[config.mk]
export PLATFORM = sky130hd
export DESIGN_NAME = lbp_queue
export DESIGN_NICKNAME = d
export VERILOG_FILES = /design/src/hw/rtl/lbp_pkg.sv /design/src/hw/rtl/lbp_queue.sv
export SDC_FILE = /design/constraint.sdc
export NUM_CORES = 1
export LEC_CHECK = 0
export BUFFER_PORTS_ARGS = -buffer_cell sky130_fd_sc_hd__buf_2
export CAP_MARGIN = 10
export CORE_MARGIN = 10
export CORE_UTILIZATION = 61
export CTS_CLUSTER_SIZE = 40
export DETAILED_ROUTE_END_ITERATION = 7
export PLACE_DENSITY = 0.95
export REMOVE_ABC_BUFFERS = 1
export SYNTH_ARGS = -nofsm -noshare
export SYNTH_HDL_FRONTEND = slang
export SYNTH_SLANG_ARGS = --single-unit
[constraint.sdc]
create_clock -name clk -period 4.75 [get_ports clk]
set_clock_uncertainty 0.1 [all_clocks]
set_input_delay 0.95 -clock clk [delete_from_list [all_inputs] [get_ports clk]]
set_output_delay 0.95 -clock clk [all_outputs]
set_load 0.02 [all_outputs]
[src/hw/rtl/lbp_pkg.sv]
// Shared types and constants of the 3x3 local binary pattern block.
`default_nettype none

package lbp_pkg;

	localparam int PIX_W        = 8;
	localparam int FRAME_COLS_W = 11;
	localparam int FRAME_ROWS_W = 16;
	localparam int CFG_IDX_W    = 2;
	localparam int CFG_DATA_W   = 16;
	localparam int QUEUE_DEPTH  = 4;
	localparam int QCNT_W       = $clog2(QUEUE_DEPTH + 1);
	localparam int QPTR_W       = $clog2(QUEUE_DEPTH);

	localparam logic [FRAME_COLS_W-1:0] FRAME_COLS_RESET = FRAME_COLS_W'(640);
	localparam logic [FRAME_ROWS_W-1:0] FRAME_ROWS_RESET = FRAME_ROWS_W'(480);

	localparam logic [CFG_IDX_W-1:0] CFG_FRAME_COLS = CFG_IDX_W'(0);
	localparam logic [CFG_IDX_W-1:0] CFG_FRAME_ROWS = CFG_IDX_W'(1);

	typedef enum logic [0:0] {
		OP_PIXEL = 1'b0,
		OP_FLUSH = 1'b1
	} lbp_op_t;

	// One pending result: the eight neighbours in code bit order and the centre.
	typedef struct packed {
		logic [7:0][PIX_W-1:0] nb;
		logic [PIX_W-1:0]      centre;
		logic                  interior;
		logic                  eof;
	} lbp_win_t;

endpackage

`default_nettype wire

[src/hw/rtl/lbp_queue.sv]
// Short queue of pending windows between the front end and the back end.
`default_nettype none

module lbp_queue import lbp_pkg::*; (
	input  wire logic              clk,
	input  wire logic              arst_n,
	input  wire logic              push,
	input  wire lbp_win_t          din,
	input  wire logic              deq,
	output lbp_win_t               dout,
	output logic [QCNT_W-1:0]      count
);

	lbp_win_t            slots [QUEUE_DEPTH];
	logic [QPTR_W-1:0]   wr_ptr_q;
	logic [QPTR_W-1:0]   rd_ptr_q;
	logic [QCNT_W-1:0]   count_q;
	logic                do_deq;

	assign do_deq = deq && (count_q != '0);

	always_ff @(posedge clk or negedge arst_n) begin
		if (!arst_n) begin
			wr_ptr_q <= '0;
			rd_ptr_q <= '0;
			count_q  <= '0;
		end else begin
			if (push) begin
				wr_ptr_q <= wr_ptr_q + QPTR_W'(1);
			end
			if (do_deq) begin
				rd_ptr_q <= rd_ptr_q + QPTR_W'(1);
			end
			count_q <= count_q + QCNT_W'(push) - QCNT_W'(do_deq);
		end
	end

	always_ff @(posedge clk) begin
		if (push) begin
			slots[wr_ptr_q] <= din;
		end
	end

	assign dout  = slots[rd_ptr_q];
	assign count = count_q;

endmodule

`default_nettype wire

* Word-level counts from Yosys, hierarchy flattened
Memory sizes are Yosys's and may differ from the RTL's. Cells that the tools add are included.
Operators by class: add/subtract/negate cells 4, multipliers 0, divide/modulo/power cells 0, $lt $le $gt $ge 0, equality and inequality tests 0, shift operators 0, muxes and demuxes 2, bitwise logic cells 0, reductions and logical operators 2
Operator list (number):
- $add A2 B1 Y2 const B | 2
- $add A3 B1 Y3 | 1
- $reduce_bool A3 Y1 | 1
- $sub A3 B1 Y3 | 1
- $mux W1 | 2
- $logic_and A1 B1 Y1 | 1
Storage, ports and cells: register bits after elaboration 7, latch bits 0, memory bits (writable) 296, memory bits (read-only) 0, bits of input ports 78, output and inout port bits 77, word-level logic and storage cells 12, memories 1
Memories:
- slots | depth 4, bits a word 74, read ports 1, clocked after Yosys merged registers in 0, wr ports 1, line lbp_queue.sv:14 | lbp_win_t slots [QUEUE_DEPTH];

* Longest topological paths before layout
Gate-level depths: netlist of run 1.
depth in word-level cells 3, mapped depth 7, depth with buffers taken out 7

* Worst setup path before layout of run 1
Ideal clock, no wire load.
path kind input port to flip-flop, from input push, to memory slots[0][0] (netlist name) (enable), setup time 440 ps, arrival 2679 ps, required time 4210 ps, slack 1531 ps, stages on the path 1, buffers on the path 0, cell sequence and2_1
Between the ends: longest elaborated chain between the ends 2
RTL lines:
- from (decl) | line lbp_queue.sv:7 | input wire logic push,
- $mux W1 | line lbp_queue.sv:39 | if (push) begin
- $mux W1 (implied by the code) | line lbp_queue.sv:40 | slots[wr_ptr_q] <= din;
- to (decl) | line lbp_queue.sv:14
Every way passes these cells.

==> results of run 1 <==
power by group through the flow:
stage	combinational, mW	clock, mW	sequential (mW)
3_5_place_dp	2.47	0	3.94
5_1_grt	2.59	2.30	3.94
3_3_place_gp	2.40	0	3.89
6_report	2.42	2.16	3.88
2_1_floorplan	1.65	0	3.90
4_1_cts	2.49	2.19	3.89
state kept, by name, indices dropped and copies added, names as in the netlist:
signal / flops
slots: 296
count: 3
rd_ptr_q: 2
wr_ptr_q: 2
cell usage in the layout (no fill, tap or decap):
cell and count:
o31a_1 1, xnor2_1 3, clkbuf_16 29, buf_2 154, o311ai_0 1, and2_4 4
clkbuf_8 5, mux4_2 74, clkinv_1 2, fa_1 1, inv_1 6, inv_6 1
clkinv_2 6, dfrtp_1 5, buf_12 1, o21ai_0 1, edfxtp_1 296, nand2_1 1
diode_2 1, bufinv_16 1, clkbuf_1 9, xor2_1 2, dfrtp_4 2, clkinvlp_4 1
ha_1 6
per-layer routing:
layer,wire (um),global-route usage [%],up-vias
li1,-,-,2147
met1,7820,21.6,2633
met2,11100,30.4,212
met3,1600,4.08,29
met4,394,4.50,0
met5,0,0,-
area by class of cell:
cell class                 instances  area (sq um)
sequential                       303          9070
inverter                           6          22.5
timing repair buffer             155           791
fill                            1022          5010
multi-input combinational         94          1870
tap                              229           287
antenna                            1          2.50
clock buffer                      43           828
clock inverter                    11          83.8
critical path: stages, from the launching register on:
cell and delay [ns]:
dfrtp_4 0.93, buf_12 0.37, mux4_2 0.58, buf_2 0.19
cell families (layout without fill, tap and decap cells):
kind of cell,after synthesis,count (layout)
xor+xnor,5,5
flops,303,303
compound gates,3,3
fa+ha+maj,7,7
other cells,0,1
mux,74,74
buf+inv,23,215
simple gates,5,5
worst max path at each step:
stage | from | slack, ns | to
5_1_grt | rd_ptr_q[0]$_DFFE_PN0P_ | 0.81 | dout[58]
2_1_floorplan | rd_ptr_q[0]$_DFFE_PN0P_ | 0.008 | dout[0]
3_3_place_gp | rd_ptr_q[0]$_DFFE_PN0P_ | 1.54 | dout[4]
6_report | rd_ptr_q[0]$_DFFE_PN0P_ | 1.01 | dout[58]
3_5_place_dp | rd_ptr_q[0]$_DFFE_PN0P_ | 1.52 | dout[42]
4_1_cts | rd_ptr_q[0]$_DFFE_PN0P_ | 0.93 | dout[58]
==> metrics.md, run 1 <==
| Metric | Value |
|---|---|
| Pleak | `4.46 nW` |
| Synth Area in Adders | `0.856%` |
| CP Data Arrival Time | `2.69 ns` |
| Fmax | `268 MHz` |
| Final Util | `72.1%` |
| RR Startpoint | `count[1]$_DFF_PN0_` |
| Std-Cell Rows | `49` |
| CP startpoint kind | `register` |
| Hold_buf cts | `0` |
| First DRT Iteration DRCs | `321` |
| Post-synthesis async set-or-reset flop share | `2.31%` |
| Fin. Hold Viols | `0` |
| Post-Synth Simple-Gate Area | `0.259%` |
| Reg power frac | `45.9%` |
| Per-cell routed wire length | `24.9 um` |
| Die height | `155 um` |
| First-pass GRT wire length | `32600 um` |
| Gates resized, CTS repair | `0` |
| Synth Register Bits | `303` |
| Int Pwr | `5.81 mW` |
| Area Overhead vs Synth | `16.5%` |
| I/O Buffers | `154` |
| Via count | `5021` |
| Post-route DRC | `0` |
| VDD IR max | `0.590 mV` |
| Worst Path Required | `3.70 ns` |
| CP Class | `reg -> out` |
| Design Power | `8.46 mW` |
| CTS Buf Count | `29` |
| Post-synth top area cell | `edfxtp_1` |
| Grt ovf | `0` |
| Initial DRT Pass Iterations | `4` |
| Synth cell count leaders | `edfxtp_1 (296), mux4_2 (74), dfrtp_1 (7)` |
| Worst rel slew slack | `23.1%` |
| Die W | `155 um` |
| Setup TNS | `0 ns` |
| Final setup margin | `1.01 ns` |
| GP Congestion | `0.743` |
| Largest family of logic cells by synthesized area | `multiplexers` |
| Post-Place Setup Slack | `1.52 ns` |
| Dominant cells by area after synthesis | `edfxtp_1 (80%), mux4_2 (15%), dfrtp_1 (1.6%)` |
| Reg2Reg Setup Slack | `2.41 ns` |
| Crit path max fanout | `40` |
| Yosys cell types | `18` |
| Post-DP HPWL | `12400 um` |
| Gate power share | `28.6%` |
| Post-Syn Area per Cell | `26.5 sq um` |
| Fin crit share | `78.6%` |
| Total of max-cap violations | `0` |
| Hold Path Class | `in -> async` |
| H-tree lvl count | `1` |
| Sw power | `2.64 mW` |
| Final hold slack | `0.141 ns` |
| Die outline area | `24000 sq um` |
| CTS clk-pin slew, worst paths | `0.06 ns` |
| Post-synth EDFFs | `296` |
| Clock latency on the worst-skew pair | `0.53 ns` |
| CTS root buf | `clkbuf_16` |
| Fin nets | `674` |
| Final min period | `3.74 ns` |
| Initial Util | `61.9%` |
| Clock share of power | `25.5%` |
| Most instantiated library cell after synthesis | `edfxtp_1` |
| Clock sink count | `303` |
| Status | `completed` |
| P per Cell Area | `653 nW/um^2` |
| Post-synth top flop | `edfxtp_1` |
| R2R depth | `7` |
| # Post-CTS Setup Buffers | `0` |
| Unrepaired setup endpoints after global routing | `false` |
| Ys Warns | `0` |
| Synth top area share | `80.0%` |
| Synthesized area | `11100 sq um` |
| Sequential share of the synthesized area | `81.5%` |
| Share of cells above drive strength 1 | `45.4%` |
| Syn Inst Count | `420` |
| Final WL | `21000 um` |
| I/O pins | `155` |
| CP endpoint kind | `output port` |
| Post-route cell area | `13000 sq um` |
| Post-Synth XOR/XNOR Area | `0.394%` |
| Mux cell area share after synthesis | `15.0%` |
| Clock Path Buffers | `3` |
| Synth Area in Compound Gates | `0.203%` |
| Drt via density | `5.96` |
| Sw frac | `31.3%` |
| Slew Viols, Final | `0` |
| Non-Filler Instances | `842` |
| DRT antenna net count | `0` |
| Core ar. | `18000 sq um` |
| Initial antenna violation count | `1` |
| TritonCTS clock tree | `done` |
| Area after DPL | `12000 sq um` |
| Global Route Usage Sum | `17.5%` |
| Largest net degree at the start of global routing | `76` |
| Vias in the first global route | `5620` |
| R2R Path End | `count[2]$_DFF_PN0_` |
| Worst-Margin Slew | `1.15 ns` |
| Final setup violating endpoints | `0` |
| Placed Cells | `787` |
Power figures use the tool's default switching activity.
==> run 2: changes to the inputs <==
--- a/config.mk
+++ b/config.mk
@@ -5,13 +5,14 @@
 export SDC_FILE = /design/constraint.sdc
 export NUM_CORES = 1
 export LEC_CHECK = 0
+export ABC_AREA = 1
 export BUFFER_PORTS_ARGS = -buffer_cell sky130_fd_sc_hd__buf_2
 export CAP_MARGIN = 10
 export CORE_MARGIN = 10
-export CORE_UTILIZATION = 61
+export CORE_UTILIZATION = 58
 export CTS_CLUSTER_SIZE = 40
 export DETAILED_ROUTE_END_ITERATION = 7
-export PLACE_DENSITY = 0.95
+export PLACE_DENSITY = 0.91
 export REMOVE_ABC_BUFFERS = 1
 export SYNTH_ARGS = -nofsm -noshare
 export SYNTH_HDL_FRONTEND = slang
==> constraint.sdc (replaced) <==
create_clock -name clk -period 3.6 [get_ports clk]
set_clock_uncertainty 0.1 [all_clocks]
set_input_delay 0.72 -clock clk [delete_from_list [all_inputs] [get_ports clk]]
set_output_delay 0.72 -clock clk [all_outputs]
set_load 0.02 [all_outputs]
==> run 2 against run 1 <==
  * Sequential cell count did not move
  * Non-clock buffer count rose by 13
  * Global-route usage rose by 0.69 points
  * Cell count rose by 70%
  * Total power rose by 42%
  * First-iteration DRC count rose by 110%
  * Via count rose by 50%
  * Register-to-register slack got worse by 1.2 ns
  * Sequential power rose by 24%
  * Sequential share of layout area fell by 4.8 points
  * Synthesized cell count rose by 140%
  * Largest power group unchanged
  * Highest routed layer is now met5
==> metrics.md, run 2 <==
| Metric | Value |
|---|---|
| Status | `completed` |
| CTS clk-pin slew, worst paths | `0.06 ns` |
| VDD IR max | `0.671 mV` |
| Final setup margin | `0.431 ns` |
| Design Power | `12.0 mW` |
| CP endpoint kind | `output port` |
| CTS root buf | `clkbuf_16` |
| Final min period | `3.17 ns` |
| Gates resized, CTS repair | `0` |
| Synth Area in Compound Gates | `6.17%` |
| Fin crit share | `88.0%` |
| Most instantiated library cell after synthesis | `edfxtp_1` |
| Most common cell after layout, fill and taps aside | `edfxtp_1` |
| Via count | `7524` |
| Synth Register Bits | `303` |
| Clock Path Buffers | `3` |
| Clock sink count | `303` |
| Syn Inst Count | `990` |
| I/O Buffers | `154` |
| Pleak | `5.63 nW` |
| Post-route DRC | `0` |
| Std-Cell Rows | `52` |
| Final setup violating endpoints | `0` |
| Initial Util | `59.3%` |
| Reg with most FFs | `slots` |
| Fmax | `316 MHz` |
| Post-synth EDFFs | `296` |
| CP startpoint kind | `register` |
| Worst-Margin Slew | `1.10 ns` |
| Yosys cell types | `20` |
| Core ar. | `20400 sq um` |
| Dominant cells by area after synthesis | `edfxtp_1 (74%), nand2_1 (7.4%), o21ai_0 (5.6%)` |
| CP Class | `reg -> out` |
| Clock latency on the worst-skew pair | `0.52 ns` |
| Largest net degree at the start of global routing | `93` |
| CTS Buf Count | `29` |
| Slew Viols, Final | `0` |
| Post-synthesis async set-or-reset flop share | `2.31%` |
| Fill cells | `1377` |
| Register Area | `9070 sq um` |
| Final WL | `24900 um` |
| Largest family of logic cells by synthesized area | `simple AND/OR/NAND/NOR gates` |
| Post-DP HPWL | `15300 um` |
| Crit path max fanout | `92` |
| Setup TNS | `0 ns` |
| Share of cells above drive strength 1 | `18.4%` |
| M1 GR Usage | `21.4%` |
| Hold Path Class | `in -> reg` |
| Ys Warns | `0` |
| Sequential share of the synthesized area | `75.1%` |
| Synth top area share | `73.6%` |
| Mux cell area share after synthesis | `0%` |
| Per-cell routed wire length | `17.4 um` |
| Fin. Hold Viols | `0` |
| Die W | `164 um` |
| Met3 usage | `4.73%` |
| Unrepaired setup endpoints after global routing | `false` |
| DRT antenna net count | `0` |
| Fin nets | `1224` |
| First DRT Iteration DRCs | `663` |
| Total of max-cap violations | `0` |
| H-tree lvl count | `1` |
| Die height | `164 um` |
| Vias in the first global route | `7746` |
| P per Cell Area | `865 nW/um^2` |
| Multi-input gate area | `2330 sq um` |
| Final hold slack | `0.302 ns` |
| Post-synth top flop | `edfxtp_1` |
| Synth Area in Adders | `0.787%` |
| Area Overhead vs Synth | `15.2%` |
| Post-Place Setup Slack | `1.02 ns` |
| Die outline area | `27000 sq um` |
| Synthesized area | `12100 sq um` |
| Worst Path Required | `2.78 ns` |
| Post-Synth XOR/XNOR Area | `0.218%` |
| First-pass GRT wire length | `39100 um` |
| Post-Syn Area per Cell | `12.2 sq um` |
| Drt via density | `5.25` |
| Initial DRT Pass Iterations | `5` |
| GP Congestion | `0.746` |
| Post-Synth Simple-Gate Area | `12.1%` |
| CP Data Arrival Time | `2.35 ns` |
| Final Util | `68.3%` |
| TritonCTS clock tree | `done` |
| Global-route met2 utilization | `31.5%` |
| Post-synth top area cell | `edfxtp_1` |
| Initial antenna violation count | `7` |
| Most frequent cells in the layout | `edfxtp_1 (296), nand2_1 (238), buf_2 (154)` |
| Grt ovf | `0` |
| Worst rel slew slack | `26.5%` |
| Gr busiest metal | `met2` |
| Synth cell count leaders | `edfxtp_1 (296), nand2_1 (238), nor2_1 (149), o21ai_0 (136), inv_1 (87)` |
| Global Route Usage Sum | `18.2%` |
| I/O pins | `155` |
| Max reg flops | `296` |
run 2: cell types whose count changed in the layout (fill, tap and decap cells not counted), moves of 8 or more:
| cell | delta |
|---|---|
| mux4_2 | -74 |
| clkinv_1 | +9 |
| buf_4 | +10 |
| o21ai_0 | +135 |
| nand2_1 | +237 |
| inv_1 | +77 |
| nor2_1 | +149 |
| clkbuf_1 | -8 |
| o21ai_1 | +13 |
run 2: final timing paths:
kind                                           end  slack, ns                    start  cells after the start
max reg2reg                 slots[0][30]$_DFFE_PP_       1.26  wr_ptr_q[0]$_DFFE_PN0P_                      5
min in group asynchronous       count[0]$_DFF_PN0_       0.47                   arst_n                      2
max in group asynchronous  rd_ptr_q[0]$_DFFE_PN0P_       2.74                   arst_n                      2
min                         slots[3][70]$_DFFE_PP_       0.30                  din[70]                      1
min reg2reg                rd_ptr_q[1]$_DFFE_PN0P_       0.43  rd_ptr_q[1]$_DFFE_PN0P_                      2
max                                        dout[8]       0.43  rd_ptr_q[0]$_DFFE_PN0P_                      6
run 2: kinds of logic (layout without fill, tap and decap cells):
group,Yosys count,after routing
flip-flops,303,303
other,0,5
AND/OR/NAND/NOR,389,389
buffers and inverters,139,308
AO/OA/AOI/OAI,149,149
adder cells (fa/ha/maj),7,7
XOR/XNOR,3,3
run 2: metrics by stage:
| stage | instance area [sq um] | std cells |
|---|---|---|
| after floorplan | 11700 | 940 |
| after global placement | 13000 | 1377 |
| after detailed placement | 13000 | 1377 |
| after CTS | 13900 | 1429 |
| after global routing | 13900 | 1432 |
| final | 13900 | 1434 |
run 2: power by group:
part	total (mW)	switching (mW)	internal (mW)	leakage (nW)
Combinational	4.36	3.14	1.22	2.39
Sequential	4.81	0.180	4.63	2.80
Clock	2.87	1.20	1.67	0.442
run 2: metal layers:
metal / part of all wire (%) / wire length, um
met2: 51 / 12800
met1: 39 / 9750
met4: 2.0 / 502
met3: 7.4 / 1840
met5: 0.13 / 32
run 2: repair_timing:
action,CTS,global route
hold endpoints to repair,7,0
buffers inserted,0,0
hold buffers,1,0
run 2: critical path, stage by stage (launching register included):
cell	delay, ns
dfrtp_4	0.48
buf_4	0.64
nand2_1	0.12
o21ai_0	0.14
nand2_1	0.09
nand2_1	0.12
buf_2	0.17
run 2: final cells by class:
type / instances / area share, %
sequential: 303 / 65.2
inverter: 89 / 2.46
tap: 270 / 2.43
timing repair buffer: 168 / 6.59
clock buffer: 30 / 5.25
antenna: 5 / 0.0900
multi-input combinational: 548 / 16.8
clock inverter: 21 / 1.24
