===== src/hw/rtl/lbp_pkg.sv =====
// Shared types and constants of the 3x3 local binary pattern block.
`default_nettype none

package lbp_pkg;

	localparam int PIX_W        = 8;
	localparam int FRAME_COLS_W = 11;
	localparam int FRAME_ROWS_W = 16;
	localparam int CFG_IDX_W    = 2;
	localparam int CFG_DATA_W   = 16;
	localparam int QUEUE_DEPTH  = 4;
	localparam int QCNT_W       = $clog2(QUEUE_DEPTH + 1);
	localparam int QPTR_W       = $clog2(QUEUE_DEPTH);

	localparam logic [FRAME_COLS_W-1:0] FRAME_COLS_RESET = FRAME_COLS_W'(640);
	localparam logic [FRAME_ROWS_W-1:0] FRAME_ROWS_RESET = FRAME_ROWS_W'(480);

	localparam logic [CFG_IDX_W-1:0] CFG_FRAME_COLS = CFG_IDX_W'(0);
	localparam logic [CFG_IDX_W-1:0] CFG_FRAME_ROWS = CFG_IDX_W'(1);

	typedef enum logic [0:0] {
		OP_PIXEL = 1'b0,
		OP_FLUSH = 1'b1
	} lbp_op_t;

	// One pending result: the eight neighbours in code bit order and the centre.
	typedef struct packed {
		logic [7:0][PIX_W-1:0] nb;
		logic [PIX_W-1:0]      centre;
		logic                  interior;
		logic                  eof;
	} lbp_win_t;

endpackage

`default_nettype wire


===== src/hw/rtl/lbp_back.sv =====
// Back end: neighbour compares and the result register.
`default_nettype none

module lbp_back import lbp_pkg::*; (
	input  wire logic              clk,
	input  wire logic              arst_n,
	input  wire lbp_win_t          head,
	input  wire logic              head_valid,
	output logic                   deq,
	output logic                   empty,
	input  wire logic              pop,
	output logic [PIX_W-1:0]       pixel_out,
	output logic                   end_of_frame
);

	logic             out_v_q;
	logic [PIX_W-1:0] pixel_q;
	logic             eof_q;
	logic [7:0]       code;

	always_comb begin
		for (int n = 0; n < 8; n++) begin
			code[n] = head.nb[n] >= head.centre;
		end
	end

	assign deq = head_valid && (!out_v_q || pop);

	always_ff @(posedge clk or negedge arst_n) begin
		if (!arst_n) begin
			out_v_q <= 1'b0;
		end else if (deq) begin
			out_v_q <= 1'b1;
		end else if (pop) begin
			out_v_q <= 1'b0;
		end
	end

	always_ff @(posedge clk) begin
		if (deq) begin
			pixel_q <= head.interior ? code : head.centre;
			eof_q   <= head.eof;
		end
	end

	assign empty        = !out_v_q;
	assign pixel_out    = pixel_q;
	assign end_of_frame = eof_q;

endmodule

`default_nettype wire


===== config.mk =====
export PLATFORM = sky130hd
export DESIGN_NAME = lbp_back
export DESIGN_NICKNAME = d
export VERILOG_FILES = /design/src/hw/rtl/lbp_pkg.sv /design/src/hw/rtl/lbp_back.sv
export SDC_FILE = /design/constraint.sdc
export NUM_CORES = 1
export LEC_CHECK = 0
export BUFFER_PORTS_ARGS = -buffer_cell sky130_fd_sc_hd__buf_2
export CORE_MARGIN = 2
export CORE_UTILIZATION = 39
export DETAILED_ROUTE_END_ITERATION = 8
export GPL_TIMING_DRIVEN = 0
export PLACE_DENSITY = 0.7
export SYNTH_ARGS = -nofsm -noshare
export SYNTH_HDL_FRONTEND = slang
export SYNTH_SLANG_ARGS = --single-unit

===== constraint.sdc =====
create_clock -name clk -period 1.6 [get_ports clk]
set_clock_uncertainty 0.15 [all_clocks]
set_input_delay 0.32 -clock clk [delete_from_list [all_inputs] [get_ports clk]]
set_output_delay 0.32 -clock clk [all_outputs]
set_load 0.005 [all_outputs]

Word-level counts from Yosys, hierarchy flattened
Index checks and enable logic that the tools add are counted.
- reduce and logical (&&, ||, !) cells: 4
- multiplexer cells: 3
- $lt $le $gt $ge: 8
- operators with widths (cell ; count):
    >= comparator 8 bit ; 8
    two-way mux 8 bit ; 1
    two-way mux 1 bit ; 2
    nonzero test 2 bit ; 1
    logical AND 1 bit ; 1
    logical NOT 1 bit ; 1
    logical OR 1 bit ; 1
- word-level logic and storage cells: 18
- output and inout bits: 11
- register bits after elaboration: 10
- bits of input ports: 78

Depth between registers and ports, before layout
Gate-level depths: netlist of the first run.
- depth in word-level cells: 4
- depth in mapped cells: 6
- mapped depth without buffers: 6

Worst setup path before layout of the first run
Ideal clock, no wire load.
- path kind: input -> register
- from: input port head[8] in the netlist's numbering
- to: register pixel_q[1] (netlist: pixel_out[1]), data pin
- arrival time: 1.444 ns
- cell stages on the path: 6
- slack: -0.270 ns
- setup time: 0.276 ns
- path buffers: 0
- required time: 1.174 ns
- cell sequence: inv_1 > ha_1 > a21o_1 > a211oi_1 > o311a_1 > a221oi_1
- longest elaborated chain between the ends: 2
- RTL lines (element ; RTL line ; RTL):
    start, declared ; lbp_back.sv:7 ; input wire lbp_win_t head,
    >= comparator 8 bit ; lbp_back.sv:23 ; code[n] = head.nb[n] >= head.centre;
    two-way mux 8 bit ; lbp_back.sv:41 ; pixel_q <= head.interior ? code : head.centre;
    end signal, assigned ; lbp_back.sv:41 ;
    end, declared ; lbp_back.sv:17 ; logic [PIX_W-1:0] pixel_q;
No other way between the ends.
A chain may end at the register's enable or synchronous reset.

Worst setup path in the final report of the first run
- from: input port head[8] in the netlist's numbering
- to: register pixel_q[0] (netlist: pixel_out[0]), data pin
Same word-level chain as after synthesis.

==> tab_implementation.tex, run 1 <==
\begin{tabular}{lr}
\hline
Metric & Value \\
\hline
\multicolumn{2}{l}{\textbf{Place}} \\
\quad Count of input and output buffers & 88 \\
\quad Weighted congestion reported at the end of routability-driven placement & 0.784 \\
\quad Number of placed cells counting well taps & 316 \\
\quad Placed inst area & 2300 sq um \\
\quad Dpl hpwl & 3.69 mm \\
\multicolumn{2}{l}{\textbf{CTS}} \\
\quad Reg clk slew, reported paths & 0.04 ns \\
\quad Worst-case clock buffer depth & 2 \\
\quad TritonCTS clock tree & done \\
\quad Number of levels the H-tree was split into & 1 \\
\quad Clk sinks & 10 \\
\quad Insertion delay to the later sink of the worst-skew pair & 0.23 ns \\
\quad Cts bufs inserted & 3 \\
\quad Clock Root Buffer & sky130\_fd\_sc\_hd\_\_clkbuf\_8 \\
\multicolumn{2}{l}{\textbf{Hold path}} \\
\quad Worst hold path class & in -> reg \\
\multicolumn{2}{l}{\textbf{Detailed routing}} \\
\quad Per-cell via count in the routed design & 5.54 \\
\quad Violation count after the first detailed-routing iteration & 89 \\
\quad Detailed-routing iteration count for the pre-antenna-repair pass & 4 \\
\quad Vias & 1966 \\
\quad Routed length per placed instance & 18.4 um \\
\quad DRC Markers & 0 \\
\quad Post-Route WL & 6.55 mm \\
\quad Antenna-violating nets left & 0 \\
\multicolumn{2}{l}{\textbf{Final layout}} \\
\quad Antenna fix cells & 0 \\
\quad Post-route non-filler standard cell count & 355 \\
\quad Fraction of layout instances using a drive strength above 1 & 66.0\% \\
\quad Fin area & 3440 sq um \\
\quad Share of the core filled with cells in the final layout & 79.7\% \\
\quad Layout net count & 446 \\
\quad Relative area change from synthesis to final layout & 96.9\% \\
\multicolumn{2}{l}{\textbf{Logic synthesis}} \\
\quad Most common cell in the netlist & sky130\_fd\_sc\_hd\_\_ha\_1 \\
\quad Largest area contributor in the netlist & sky130\_fd\_sc\_hd\_\_ha\_1 \\
\quad Main area contributors after synthesis & sky130\_fd\_sc\_hd\_\_ha\_1 (46\%), sky130\_fd\_sc\_hd\_\_edfxtp\_1 (15\%), sky130\_fd\_sc\_hd\_\_inv\_1 (5.4\%), sky130\_fd\_sc\_hd\_\_o311a\_1 (4.0\%), sky130\_fd\_sc\_hd\_\_a211oi\_1 (3.9\%) \\
\quad Cell count after synthesis & 176 \\
\quad Area fraction of the dominant cell type after synthesis & 45.8\% \\
\quad Commonest cells in the synthesized netlist & sky130\_fd\_sc\_hd\_\_ha\_1 (64), sky130\_fd\_sc\_hd\_\_inv\_1 (25), sky130\_fd\_sc\_hd\_\_nand2b\_1 (10) \\
\quad Number of synthesized register bits & 10 \\
\quad Dominant register cell in the synthesized netlist & sky130\_fd\_sc\_hd\_\_edfxtp\_1 \\
\quad EDFF count, synth & 9 \\
\quad Cell variety after synth & 20 \\
\quad Sequential fraction of the synthesis area & 16.9\% \\
\quad Post-Synthesis Mean Instance Area & 9.94 sq um \\
\quad Post-synthesis instance area & 1750 sq um \\
\quad Ys async rst share & 10.0\% \\
\quad Net Count, Synth & 318 \\
\quad Yosys Warn Count & 0 \\
\multicolumn{2}{l}{\textbf{Status}} \\
\quad Run status & complete, but fails checks \\
\quad Failing checks & setup timing \\
\multicolumn{2}{l}{\textbf{Critical path}} \\
\quad Cell type of the slowest stage on the worst timing path & sky130\_fd\_sc\_hd\_\_a211oi\_2 \\
\quad WP data required & 1.43 ns \\
\quad Worst Path Buf+Inv & 3 \\
\quad Path type of the worst setup path & in -> reg \\
\quad Family of cells with the greatest summed delay on the critical path & compound AO/OA/AOI/OAI gates \\
\quad Crit end category & flip-flop \\
\quad Crit path largest cell delay & 0.26 ns \\
\quad Crit path launch type & primary input \\
\quad Worst-path fanout max & 2 \\
\quad Cells along the critical path & buf\_8 > clkinvlp\_4 > buf\_6 > ha\_4 > a21o\_1 > a211oi\_2 > o311a\_1 > a211oi\_2 \\
\quad Cell type with the highest occurrence count on the critical path & sky130\_fd\_sc\_hd\_\_a211oi\_2 \\
\quad Critical path arrival & 1.62 ns \\
\multicolumn{2}{l}{\textbf{Power}} \\
\quad Clock network fraction of design power & 17.6\% \\
\quad Sequential Power Share & 21.8\% \\
\quad Internal power of the cells & 0.000972 W \\
\quad Power density cells & 427 nW/um\^{}2 \\
\quad VDD IR max & 0.000299 V \\
\quad Cell leakage power & 1.50 nW \\
\quad Combinational share of power & 60.6\% \\
\quad Sw frac & 33.8\% \\
\quad Sw power & 0.000497 W \\
\multicolumn{2}{l}{\textbf{Global routing}} \\
\quad First-pass GRT wire length & 10.1 mm \\
\quad Largest net degree at the start of global routing & 11 \\
\quad Vias in the first global route & 2090 \\
\quad Total global-route track usage & 25.9\% \\
\quad Initial antenna violation count & 0 \\
\quad Global route overflow & 0 \\
\multicolumn{2}{l}{\textbf{STA}} \\
\quad Slew @ Worst Pin & 0.320 ns \\
\quad Post-route clock period utilization & 112\% \\
\quad Final setup viols & 8 \\
\quad Final Critical Period & 1.79 ns \\
\quad Relative slew margins & 78.6\% \\
\quad Achievable frequency & 558 MHz \\
\quad Hold violation count in the final report & 0 \\
\quad Unrepaired setup endpoints after global routing & yes \\
\quad Total count of max-transition violations in the final report & 0 \\
\quad WHS & 0.117 ns \\
\quad Post-route setup slack & -0.192 ns \\
\quad Setup TNS & -1.07 ns \\
\multicolumn{2}{l}{\textbf{Die}} \\
\quad Horiz. Die Dim & 71.0 um \\
\quad Top-Level Pins & 89 \\
\quad Core box area & 4320 sq um \\
\quad Floorplan row count & 24 \\
\quad Die Height & 71.0 um \\
\quad Total Die Area & 5040 sq um \\
\quad Initial standard-cell utilization of the core & 40.5\% \\
\multicolumn{2}{l}{\textbf{Job}} \\
\quad Max Cap Viol & 0 \\
\hline
\end{tabular}
path summary, 6_finish.rpt:
path | endpoint | startpoint | slack, ns | cells after the start
hold / removal | end_of_frame | head[0] | 0.12 | 1
setup / recovery | pixel_out[0] | head[8] | -0.19 | 8
hold reg to reg | out_v_q | out_v_q | 0.41 | 2
setup reg to reg | pixel_out[0] | out_v_q | 0.44 | 2
max in group asynchronous | out_v_q | arst_n | 0.94 | 2
min in group asynchronous | out_v_q | arst_n | 0.27 | 2
state kept, by name (all words and copies together) (netlist names):
signal        cells
end_of_frame      1
out_v_q           1
pixel_out         8
cell type report:
cell class / instances / area [sq um]
Sequential cell: 10 / 295
Clock inverter: 1 / 3.75
Multi-Input combinational cell: 140 / 2050
Tap cell: 52 / 65.1
Fill cell: 261 / 880
Buffer: 1 / 11.3
Inverter: 25 / 120
Timing Repair inverter: 5 / 37.5
Timing Repair Buffer: 118 / 817
Clock buffer: 3 / 41.3
metrics by stage:
stage	worst slack (ns)	total power (W)
2_1_floorplan	-0.224	0.000623
3_3_place_gp	-0.546	0.000805
3_5_place_dp	-0.596	0.000823
4_1_cts	-0.0967	0.00141
5_1_grt	-0.242	0.00156
6_report	-0.192	0.00147
power by group through the flow:
stage / Sequential, W / Clock [W] / Combinational [W]
2_1_floorplan: 0.000328 / 0 / 0.000295
3_3_place_gp: 0.000324 / 0 / 0.000481
3_5_place_dp: 0.000324 / 0 / 0.000499
4_1_cts: 0.000320 / 0.000260 / 0.000826
5_1_grt: 0.000322 / 0.000273 / 0.000968
6_report: 0.000320 / 0.000258 / 0.000891
cells in the final DEF (no fill, tap or decap):
cell type,n
sky130_fd_sc_hd__o21a_1,1
sky130_fd_sc_hd__nor2_1,1
sky130_fd_sc_hd__nand3_1,8
sky130_fd_sc_hd__nand2b_4,5
sky130_fd_sc_hd__buf_2,81
sky130_fd_sc_hd__ha_4,35
sky130_fd_sc_hd__o211a_1,1
sky130_fd_sc_hd__a2111oi_4,8
sky130_fd_sc_hd__ha_2,3
sky130_fd_sc_hd__a211oi_2,9
sky130_fd_sc_hd__o311a_1,7
sky130_fd_sc_hd__edfxtp_1,9
sky130_fd_sc_hd__buf_8,3
sky130_fd_sc_hd__dlygate4sd3_1,1
sky130_fd_sc_hd__clkinv_1,1
sky130_fd_sc_hd__o21ai_0,5
sky130_fd_sc_hd__o21ai_1,3
sky130_fd_sc_hd__a221oi_2,6
sky130_fd_sc_hd__inv_1,18
sky130_fd_sc_hd__buf_6,10
sky130_fd_sc_hd__nand2b_1,5
sky130_fd_sc_hd__buf_12,6
sky130_fd_sc_hd__clkbuf_8,3
sky130_fd_sc_hd__nor3_1,7
sky130_fd_sc_hd__a221oi_1,1
sky130_fd_sc_hd__dfrtp_1,1
sky130_fd_sc_hd__ha_1,26
sky130_fd_sc_hd__a21o_1,8
sky130_fd_sc_hd__and2_4,1
sky130_fd_sc_hd__clkinvlp_4,12
sky130_fd_sc_hd__buf_4,18
layer usage:
| layer | track usage (%) | part of all wire (%) | vias to the layer above |
|---|---|---|---|
| li1 | - | - | 953 |
| met1 | 30.9 | 40 | 926 |
| met2 | 49.3 | 53 | 75 |
| met3 | 2.42 | 4.7 | 12 |
| met4 | 6.71 | 2.1 | 0 |
| met5 | 0 | 0 | - |
kinds of logic (layout without fill, tap and decap cells):
group           count (synthesis)  in the layout  share of synthesized area, %
simple gates                   27             27                          8.44
buf+inv                        26            153                          6.01
fa+ha+maj                      64             64                          45.8
compound gates                 49             49                          22.9
flops                          10             10                          16.9
repair_timing:
| item | 4_1_cts | 5_1_grt |
|---|---|---|
| endpoints found under the setup margin | 9 | 8 |
| hold endpoints to repair | 1 | 0 |
| hold buffers | 1 | 0 |
| pin swaps | 55 | 7 |
| gates resized for setup | 105 | 5 |
| gates cloned | 5 | 0 |
| setup buffers | 25 | 4 |
Power figures use the tool's default switching activity.
==> run 2, diff against run 1 <==
- PLACE_DENSITY: 0.7 -> 0.79
==> run 2 against run 1 <==
The run still ends with setup timing left. Clock-buffer cell count increased by 1. Clock power increased by 5%. Utilization decreased by 7.7 points. Largest power group unchanged.
==> tab_implementation.tex, run 2 (synthesis results as in run 1) <==
\begin{tabular}{lr}
\hline
Metric & Value \\
\hline
\multicolumn{2}{l}{\textbf{Critical path}} \\
\quad Crit path largest cell delay & 0.30 ns (+0.04 ns) \\
\quad Crit path launch type & primary input \\
\quad Family of cells with the greatest summed delay on the critical path & compound AO/OA/AOI/OAI gates \\
\quad Worst-path fanout max & 4 (+2) \\
\quad Worst Path Buf+Inv & 3 (unchanged) \\
\quad WP data required & 1.43 ns (about the same) \\
\quad Path type of the worst setup path & in -> reg \\
\quad Cell type of the slowest stage on the worst timing path & sky130\_fd\_sc\_hd\_\_a211oi\_4 \\
\quad Critical path arrival & 1.67 ns (+0.05 ns) \\
\quad Crit end category & flip-flop \\
\quad Cells along the critical path & buf\_8 > clkinvlp\_4 > buf\_6 > ha\_4 > a21o\_1 > a211oi\_4 > o211a\_1 > a221oi\_2 \\
\multicolumn{2}{l}{\textbf{Status}} \\
\quad Run status & complete, but fails checks \\
\quad Failing checks & setup timing \\
\multicolumn{2}{l}{\textbf{Final layout}} \\
\quad Most common cell after layout, fill and taps aside & sky130\_fd\_sc\_hd\_\_buf\_2 \\
\quad Number of flip-flops in the largest register & 8 (unchanged) \\
\quad Fraction of layout instances using a drive strength above 1 & 59.7\% (-6.3 points) \\
\quad Antenna fix cells & 0 (unchanged) \\
\quad Area used by multi-input combinational logic & 1860 sq um (-9.6\%) \\
\quad Layout filler cell count & 317 (+21\%) \\
\quad Highest-count cells in the layout ignoring fill and taps & sky130\_fd\_sc\_hd\_\_buf\_2 (82), sky130\_fd\_sc\_hd\_\_ha\_1 (37), sky130\_fd\_sc\_hd\_\_ha\_4 (26) \\
\quad Relative area change from synthesis to final layout & 77.8\% \\
\quad Layout net count & 436 (-2.2\%) \\
\quad Area occupied by registers & 295 sq um (unchanged) \\
\quad Share of the core filled with cells in the final layout & 71.9\% (-7.7 points) \\
\quad Fin area & 3110 sq um (-9.7\%) \\
\multicolumn{2}{l}{\textbf{CTS}} \\
\quad Cts bufs inserted & 3 (unchanged) \\
\quad Number of levels the H-tree was split into & 1 (unchanged) \\
\quad Worst-case clock buffer depth & 2 (unchanged) \\
\quad Clock Root Buffer & sky130\_fd\_sc\_hd\_\_clkbuf\_8 \\
\quad Insertion delay to the later sink of the worst-skew pair & 0.23 ns (about the same) \\
\quad Clk sinks & 10 (unchanged) \\
\quad TritonCTS clock tree & done \\
\quad Reg clk slew, reported paths & 0.05 ns (about the same) \\
\multicolumn{2}{l}{\textbf{Die}} \\
\quad Horiz. Die Dim & 71.0 um (unchanged) \\
\quad Die Height & 71.0 um (unchanged) \\
\quad Top-Level Pins & 89 (unchanged) \\
\quad Floorplan row count & 24 (unchanged) \\
\quad Total Die Area & 5040 sq um (unchanged) \\
\quad Core box area & 4320 sq um (unchanged) \\
\quad Initial standard-cell utilization of the core & 40.5\% (unchanged) \\
\multicolumn{2}{l}{\textbf{STA}} \\
\quad Achievable frequency & 546 MHz (-2.2\%) \\
\quad Post-route setup slack & -0.232 ns (-0.0398 ns) \\
\quad Final Critical Period & 1.83 ns (+0.0398 ns) \\
\quad Slew @ Worst Pin & 0.412 ns (+0.0918 ns) \\
\quad Unrepaired setup endpoints after global routing & yes \\
\quad Post-route clock period utilization & 114\% (+2.5 points) \\
\quad Relative slew margins & 72.5\% (-6.1 points) \\
\quad Final setup viols & 8 (unchanged) \\
\quad Total count of max-transition violations in the final report & 0 (unchanged) \\
\quad Hold violation count in the final report & 0 (unchanged) \\
\multicolumn{2}{l}{\textbf{Hold path}} \\
\quad Worst hold path class & in -> reg \\
\multicolumn{2}{l}{\textbf{Detailed routing}} \\
\quad Routed length per placed instance & 18.5 um (+0.56\%) \\
\quad Post-Route WL & 6.40 mm (-2.3\%) \\
\quad Antenna-violating nets left & 0 (unchanged) \\
\quad Violation count after the first detailed-routing iteration & 70 (-21\%) \\
\quad DRC Markers & 0 (unchanged) \\
\quad Vias & 1943 (-1.2\%) \\
\quad Detailed-routing iteration count for the pre-antenna-repair pass & 4 (unchanged) \\
\quad Per-cell via count in the routed design & 5.63 (+1.7\%) \\
\multicolumn{2}{l}{\textbf{Power}} \\
\quad Clock network fraction of design power & 19.5\% (+1.9 points) \\
\quad Sequential Power Share & 23.0\% (+1.2 points) \\
\quad Power density cells & 445 nW/um\^{}2 (+4.4\%) \\
\quad Sw power & 0.000473 W (-4.7\%) \\
\quad Cell leakage power & 1.42 nW (-5.4\%) \\
\quad Internal power of the cells & 0.000912 W (-6.2\%) \\
\quad Combinational share of power & 57.4\% (-3.2 points) \\
\quad Sw frac & 34.2\% (+0.35 points) \\
\quad VDD IR max & 0.000204 V (-32\%) \\
\multicolumn{2}{l}{\textbf{Global routing}} \\
\quad Largest net degree at the start of global routing & 11 (unchanged) \\
\quad Vias in the first global route & 2106 (+0.77\%) \\
\quad First-pass GRT wire length & 10.1 mm (-0.21\%) \\
\quad Global route overflow & 0 (unchanged) \\
\quad Initial antenna violation count & 0 (unchanged) \\
\quad Total global-route track usage & 26.1\% (+0.18 points) \\
\multicolumn{2}{l}{\textbf{Job}} \\
\quad Max Cap Viol & 0 (unchanged) \\
\multicolumn{2}{l}{\textbf{Place}} \\
\quad Dpl hpwl & 4.06 mm (+10\%) \\
\quad Placed inst area & 2300 sq um (unchanged) \\
\quad Count of input and output buffers & 88 (unchanged) \\
\quad Weighted congestion reported at the end of routability-driven placement & 0.800 (+2.1\%) \\
\hline
\end{tabular}
[run 2: cell types whose count changed in the layout (fill, tap and decap cells not counted), sizes merged]
| cell | change |
|---|---|
| clkinv | -1 |
| clkbuf | +1 |
| clkinvlp | -2 |
| buf | -9 |
| inv | +1 |
[run 2: worst paths after layout]
| path | start | to | slack, ns | depth (start not counted) |
|---|---|---|---|---|
| setup / recovery | head[8] | pixel_out[6] | -0.23 | 8 |
| hold / removal | head[0] | end_of_frame | 0.11 | 1 |
| setup reg to reg | out_v_q | pixel_out[1] | 0.45 | 2 |
| hold reg to reg | out_v_q | out_v_q | 0.37 | 2 |
| max in group asynchronous | arst_n | out_v_q | 0.96 | 2 |
| min in group asynchronous | arst_n | out_v_q | 0.25 | 2 |
[run 2: through the flow]
step / std cells / setup TNS, ns / hold slack [ns] / total power, W / setup slack, ns
finish: 345 / -1.44 / 0.112 / 0.00139 / -0.232
floorplan: 176 / -1.75 / -0.126 / 0.000623 / -0.224
global placement: 316 / -4.24 / -0.0562 / 0.000802 / -0.593
global route: 345 / -1.83 / 0.105 / 0.00149 / -0.272
detailed placement: 316 / -4.62 / -0.0539 / 0.000832 / -0.647
CTS: 340 / -0.916 / 0.116 / 0.00132 / -0.158
[run 2: power by group through the flow]
stage / registers, W / clock network (W) / logic, W
final: 0.000319 / 0.000271 / 0.000796
after global routing: 0.000320 / 0.000292 / 0.000880
after CTS: 0.000320 / 0.000269 / 0.000734
after detailed placement: 0.000324 / 0 / 0.000507
after global placement: 0.000323 / 0 / 0.000478
after floorplan: 0.000328 / 0 / 0.000295
[run 2: metal layers]
layer / global-route usage [%] / up-vias / wire length [um]
met5: 0 / - / 0
met2: 51.7 / 74 / 3480
met1: 26.8 / 913 / 2350
li1: - / 933 / -
met4: 10.3 / 0 / 219
met3: 4.27 / 23 / 347
[run 2: final cells by class]
class                           count  area share, %
Multi-Input combinational cell    140           59.7
Timing Repair Buffer              109           22.2
Sequential cell                    10           9.49
Inverter                           25           3.74
Tap cell                           52           2.09
Clock buffer                        4           1.45
Timing Repair inverter              4          0.965
Buffer                              1          0.362
[run 2: timing repair]
action,4_1_cts,5_1_grt
endpoints found under the hold margin,1,0
pin swaps,41,15
setup buffers,15,5
endpoints found under the setup margin,9,8
hold buffers,1,0
gates cloned,4,0
gates resized for setup,72,6
==> run 3, diff against run 2 <==
- ABC_AREA: not set -> 1
- CAP_MARGIN: not set -> 20
- PLACE_DENSITY: 0.79 -> 0.78
==> run 3 against run 2 <==
The run now ends clean. Highest routed layer unchanged. First-iteration DRC count shrank 40%. Maximum frequency grew 15%. Total power down 9.9%. Worst setup slack gained 0.24 ns.
==> tab_implementation.tex, run 3 <==
\begin{tabular}{lr}
\hline
Metric & Value \\
\hline
\multicolumn{2}{l}{\textbf{Power}} \\
\quad VDD IR max & 0.000209 V (+2.3\%) \\
\quad Clock network fraction of design power & 21.6\% (+2.1 points) \\
\quad Internal power of the cells & 0.000813 W (-11\%) \\
\quad Sw frac & 34.9\% (+0.72 points) \\
\quad Combinational share of power & 53.2\% (-4.2 points) \\
\quad Sw power & 0.000435 W (-8.0\%) \\
\quad Sequential Power Share & 25.2\% (+2.2 points) \\
\quad Overall Power & 0.00125 W (-9.9\%) \\
\quad Power density cells & 423 nW/um\^{}2 (-5.1\%) \\
\quad Cell leakage power & 1.54 nW (+8.8\%) \\
\multicolumn{2}{l}{\textbf{Detailed routing}} \\
\quad Antenna-violating nets left & 0 (unchanged) \\
\quad Detailed-routing iteration count for the pre-antenna-repair pass & 5 (+1) \\
\quad Highest routed metal layer & met4 \\
\quad DRT met1 WL & 2.21 mm (-6.1\%) \\
\quad Per-cell via count in the routed design & 4.73 (-16\%) \\
\quad Routed length per placed instance & 12.6 um (-32\%) \\
\quad Post-Route WL & 5.34 mm (-17\%) \\
\quad DRC Markers & 0 (unchanged) \\
\quad Met2 routed WL & 2.73 mm (-21\%) \\
\quad Detail Route met3 WL & 363 um (+4.6\%) \\
\quad Violation count after the first detailed-routing iteration & 42 (-40\%) \\
\quad Vias & 2005 (+3.2\%) \\
\multicolumn{2}{l}{\textbf{Die}} \\
\quad Core box area & 4750 sq um (+10\%) \\
\quad Total Die Area & 5540 sq um (+9.9\%) \\
\quad Die Height & 74.4 um (+4.8\%) \\
\quad Floorplan row count & 25 (+4.2\%) \\
\quad Top-Level Pins & 89 (unchanged) \\
\quad Initial standard-cell utilization of the core & 40.7\% (+0.21 points) \\
\quad Horiz. Die Dim & 74.4 um (+4.8\%) \\
\multicolumn{2}{l}{\textbf{Logic synthesis}} \\
\quad Area fraction of the dominant cell type after synthesis & 41.4\% (-4.4 points) \\
\quad Dominant combinational cell family by area after synthesis & adder cells \\
\quad Post-synthesis xor/xnor area fraction & 0\% (unchanged) \\
\quad Ys async rst share & 10.0\% (unchanged) \\
\quad Net Count, Synth & 399 (+25\%) \\
\quad Number of synthesized register bits & 10 (unchanged) \\
\quad Adder-cell area share of the yosys netlist & 41.4\% (-4.4 points) \\
\quad Fraction of the mapped netlist area in compound gates & 9.58\% (-13 points) \\
\quad Post-synthesis instance area & 1930 sq um (+11\%) \\
\quad Cell count after synthesis & 257 (+46\%) \\
\quad Most common cell in the netlist & sky130\_fd\_sc\_hd\_\_nand2\_1 \\
\quad Cell variety after synth & 13 (-35\%) \\
\quad Commonest cells in the synthesized netlist & sky130\_fd\_sc\_hd\_\_nand2\_1 (73), sky130\_fd\_sc\_hd\_\_ha\_1 (64), sky130\_fd\_sc\_hd\_\_inv\_1 (42) \\
\quad Multiplexer share of the synthesized area & 0\% (unchanged) \\
\quad Dominant register cell in the synthesized netlist & sky130\_fd\_sc\_hd\_\_edfxtp\_1 \\
\quad Sequential fraction of the synthesis area & 15.3\% (-1.6 points) \\
\quad Yosys Warn Count & 0 (unchanged) \\
\quad Largest area contributor in the netlist & sky130\_fd\_sc\_hd\_\_ha\_1 \\
\quad EDFF count, synth & 9 (unchanged) \\
\quad Main area contributors after synthesis & sky130\_fd\_sc\_hd\_\_ha\_1 (41\%), sky130\_fd\_sc\_hd\_\_nand2\_1 (14\%), sky130\_fd\_sc\_hd\_\_edfxtp\_1 (14\%), sky130\_fd\_sc\_hd\_\_inv\_1 (8.2\%), sky130\_fd\_sc\_hd\_\_a21oi\_1 (6.2\%) \\
\quad Post-Synthesis Mean Instance Area & 7.52 sq um (-24\%) \\
\quad Post-synthesis simple-gate area fraction & 24.5\% (+16 points) \\
\multicolumn{2}{l}{\textbf{Final layout}} \\
\quad Post-route non-filler standard cell count & 424 (+23\%) \\
\quad Highest-count cells in the layout ignoring fill and taps & sky130\_fd\_sc\_hd\_\_buf\_2 (85), sky130\_fd\_sc\_hd\_\_nand2\_1 (71), sky130\_fd\_sc\_hd\_\_ha\_1 (42) \\
\quad Fraction of layout instances using a drive strength above 1 & 39.2\% (-21 points) \\
\quad Most common cell after layout, fill and taps aside & sky130\_fd\_sc\_hd\_\_buf\_2 \\
\quad Number of flip-flops in the largest register & 8 (unchanged) \\
\quad Layout net count & 500 (+15\%) \\
\quad Antenna fix cells & 0 (unchanged) \\
\quad Share of the core filled with cells in the final layout & 62.1\% (-9.8 points) \\
\quad Relative area change from synthesis to final layout & 52.8\% \\
\multicolumn{2}{l}{\textbf{STA}} \\
\quad Post-route clock period utilization & 99.2\% (-15 points) \\
\quad Relative slew margins & 76.1\% (+3.6 points) \\
\quad Final setup viols & 0 (-8) \\
\quad Unrepaired setup endpoints after global routing & yes \\
\quad Total count of max-transition violations in the final report & 0 (unchanged) \\
\quad Slew @ Worst Pin & 0.359 ns (-0.0534 ns) \\
\quad Post-route setup slack & 0.0132 ns (+0.245 ns) \\
\quad Achievable frequency & 630 MHz (+15\%) \\
\quad Final Critical Period & 1.59 ns (-0.245 ns) \\
\quad Setup TNS & 0 ns (+1.44 ns) \\
\quad Hold violation count in the final report & 0 (unchanged) \\
\multicolumn{2}{l}{\textbf{Global routing}} \\
\quad Global route overflow & 0 (unchanged) \\
\quad Largest net degree at the start of global routing & 10 (-1) \\
\quad Vias in the first global route & 1891 (-10\%) \\
\quad Total global-route track usage & 17.8\% (-8.3 points) \\
\quad Initial antenna violation count & 0 (unchanged) \\
\quad First-pass GRT wire length & 7.73 mm (-24\%) \\
\multicolumn{2}{l}{\textbf{CTS}} \\
\quad Insertion delay to the later sink of the worst-skew pair & 0.23 ns (about the same) \\
\quad TritonCTS clock tree & done \\
\quad Reg clk slew, reported paths & 0.05 ns (about the same) \\
\quad Clock Root Buffer & sky130\_fd\_sc\_hd\_\_clkbuf\_8 \\
\quad Cts bufs inserted & 3 (unchanged) \\
\quad Worst-case clock buffer depth & 2 (unchanged) \\
\quad Number of levels the H-tree was split into & 1 (unchanged) \\
\quad Clk sinks & 10 (unchanged) \\
\multicolumn{2}{l}{\textbf{Place}} \\
\quad Worst slack at placement & -0.257 ns (+0.390 ns) \\
\quad Dpl hpwl & 4.00 mm (-1.5\%) \\
\quad Count of input and output buffers & 87 (-1.1\%) \\
\quad Weighted congestion reported at the end of routability-driven placement & 0.852 (+6.5\%) \\
\quad Number of placed cells counting well taps & 411 (+30\%) \\
\multicolumn{2}{l}{\textbf{Job}} \\
\quad Max Cap Viol & 0 (unchanged) \\
\multicolumn{2}{l}{\textbf{Critical path}} \\
\quad Crit path launch type & primary input \\
\quad Worst Path Buf+Inv & 3 (unchanged) \\
\quad Critical path arrival & 1.42 ns (-0.25 ns) \\
\quad Path type of the worst setup path & in -> reg \\
\quad Worst-path fanout max & 7 (+3) \\
\quad WP data required & 1.43 ns (about the same) \\
\quad Crit end category & flip-flop \\
\quad Crit path largest cell delay & 0.24 ns (-0.06 ns) \\
\quad Family of cells with the greatest summed delay on the critical path & buffers and inverters \\
\quad R2R Setup Slk & 0.34 ns (-0.11 ns) \\
\quad Cell type of the slowest stage on the worst timing path & sky130\_fd\_sc\_hd\_\_ha\_4 \\
\quad Cells along the critical path & buf\_4 > clkinvlp\_4 > buf\_12 > ha\_4 > a21o\_1 > nor3\_2 > a21oi\_2 \\
\multicolumn{2}{l}{\textbf{Status}} \\
\quad Run status & completed \\
\multicolumn{2}{l}{\textbf{Hold path}} \\
\quad Worst hold path class & in -> reg \\
\hline
\end{tabular}
[run 3: path summary, 6_finish.rpt]
path | cells past startpoint | start | to
max | 7 | head[9] | pixel_out[1]
min | 1 | head[0] | end_of_frame
max reg2reg | 4 | out_v_q | pixel_out[1]
min reg2reg | 2 | out_v_q | out_v_q
max in group asynchronous | 2 | arst_n | out_v_q
min in group asynchronous | 2 | arst_n | out_v_q
[run 3: metrics by stage]
step | hold slack (ns) | cell area [sq um]
CTS | 0.120 | 2520
floorplan | -0.126 | 1930
global route | 0.115 | 2950
global placement | -0.0546 | 2450
detailed placement | -0.0532 | 2450
finish | 0.121 | 2950
[run 3: cells by family (layout without fill, tap and decap cells)]
| group | count (synthesis) | after routing |
|---|---|---|
| AO/OA/AOI/OAI | 33 | 33 |
| AND/OR/NAND/NOR | 106 | 106 |
| flip-flops | 10 | 10 |
| adder cells (fa/ha/maj) | 64 | 64 |
| buffers and inverters | 44 | 144 |
[run 3: final cells by class]
cell class | count | area [sq um]
multi-input cells | 203 | 1760
inverters | 43 | 185
repair buffers | 96 | 577
well taps | 67 | 83.8
plain buffers | 1 | 11.3
flip-flops and latches | 10 | 295
clock buffers | 4 | 45.0
fillers | 421 | 1800
[run 3: metal layers]
| layer | global-route usage [%] | vias up |
|---|---|---|
| li1 | - | 1053 |
| met2 | 34.3 | 69 |
| met3 | 4.20 | 5 |
| met5 | 0 | - |
| met4 | 3.77 | 0 |
| met1 | 19.6 | 878 |
[run 3: repair_timing]
| action | 4_1_cts | 5_1_grt |
|---|---|---|
| hold buffers | 1 | 0 |
| setup buffers | 1 | 7 |
| endpoints found under the hold margin | 1 | 0 |
| pin swaps | 1 | 8 |
| endpoints found under the setup margin | 12 | 8 |
| resized for setup | 2 | 34 |
[run 3: power groups by stage]
stage	Combinational [W]	Clock, W	Sequential, W
6_report	0.000664	0.000270	0.000314
5_1_grt	0.000765	0.000288	0.000316
2_1_floorplan	0.000329	0	0.000322
3_5_place_dp	0.000535	0	0.000319
4_1_cts	0.000545	0.000278	0.000314
3_3_place_gp	0.000509	0	0.000319
[run 3: worst register-to-register path, stage by stage (launching register included)]
cell and delay, ns:
sky130_fd_sc_hd__dfrtp_1 0.35, sky130_fd_sc_hd__inv_1 0.08, sky130_fd_sc_hd__nor2_1 0.07, sky130_fd_sc_hd__nor2_4 0.12, sky130_fd_sc_hd__buf_4 0.19
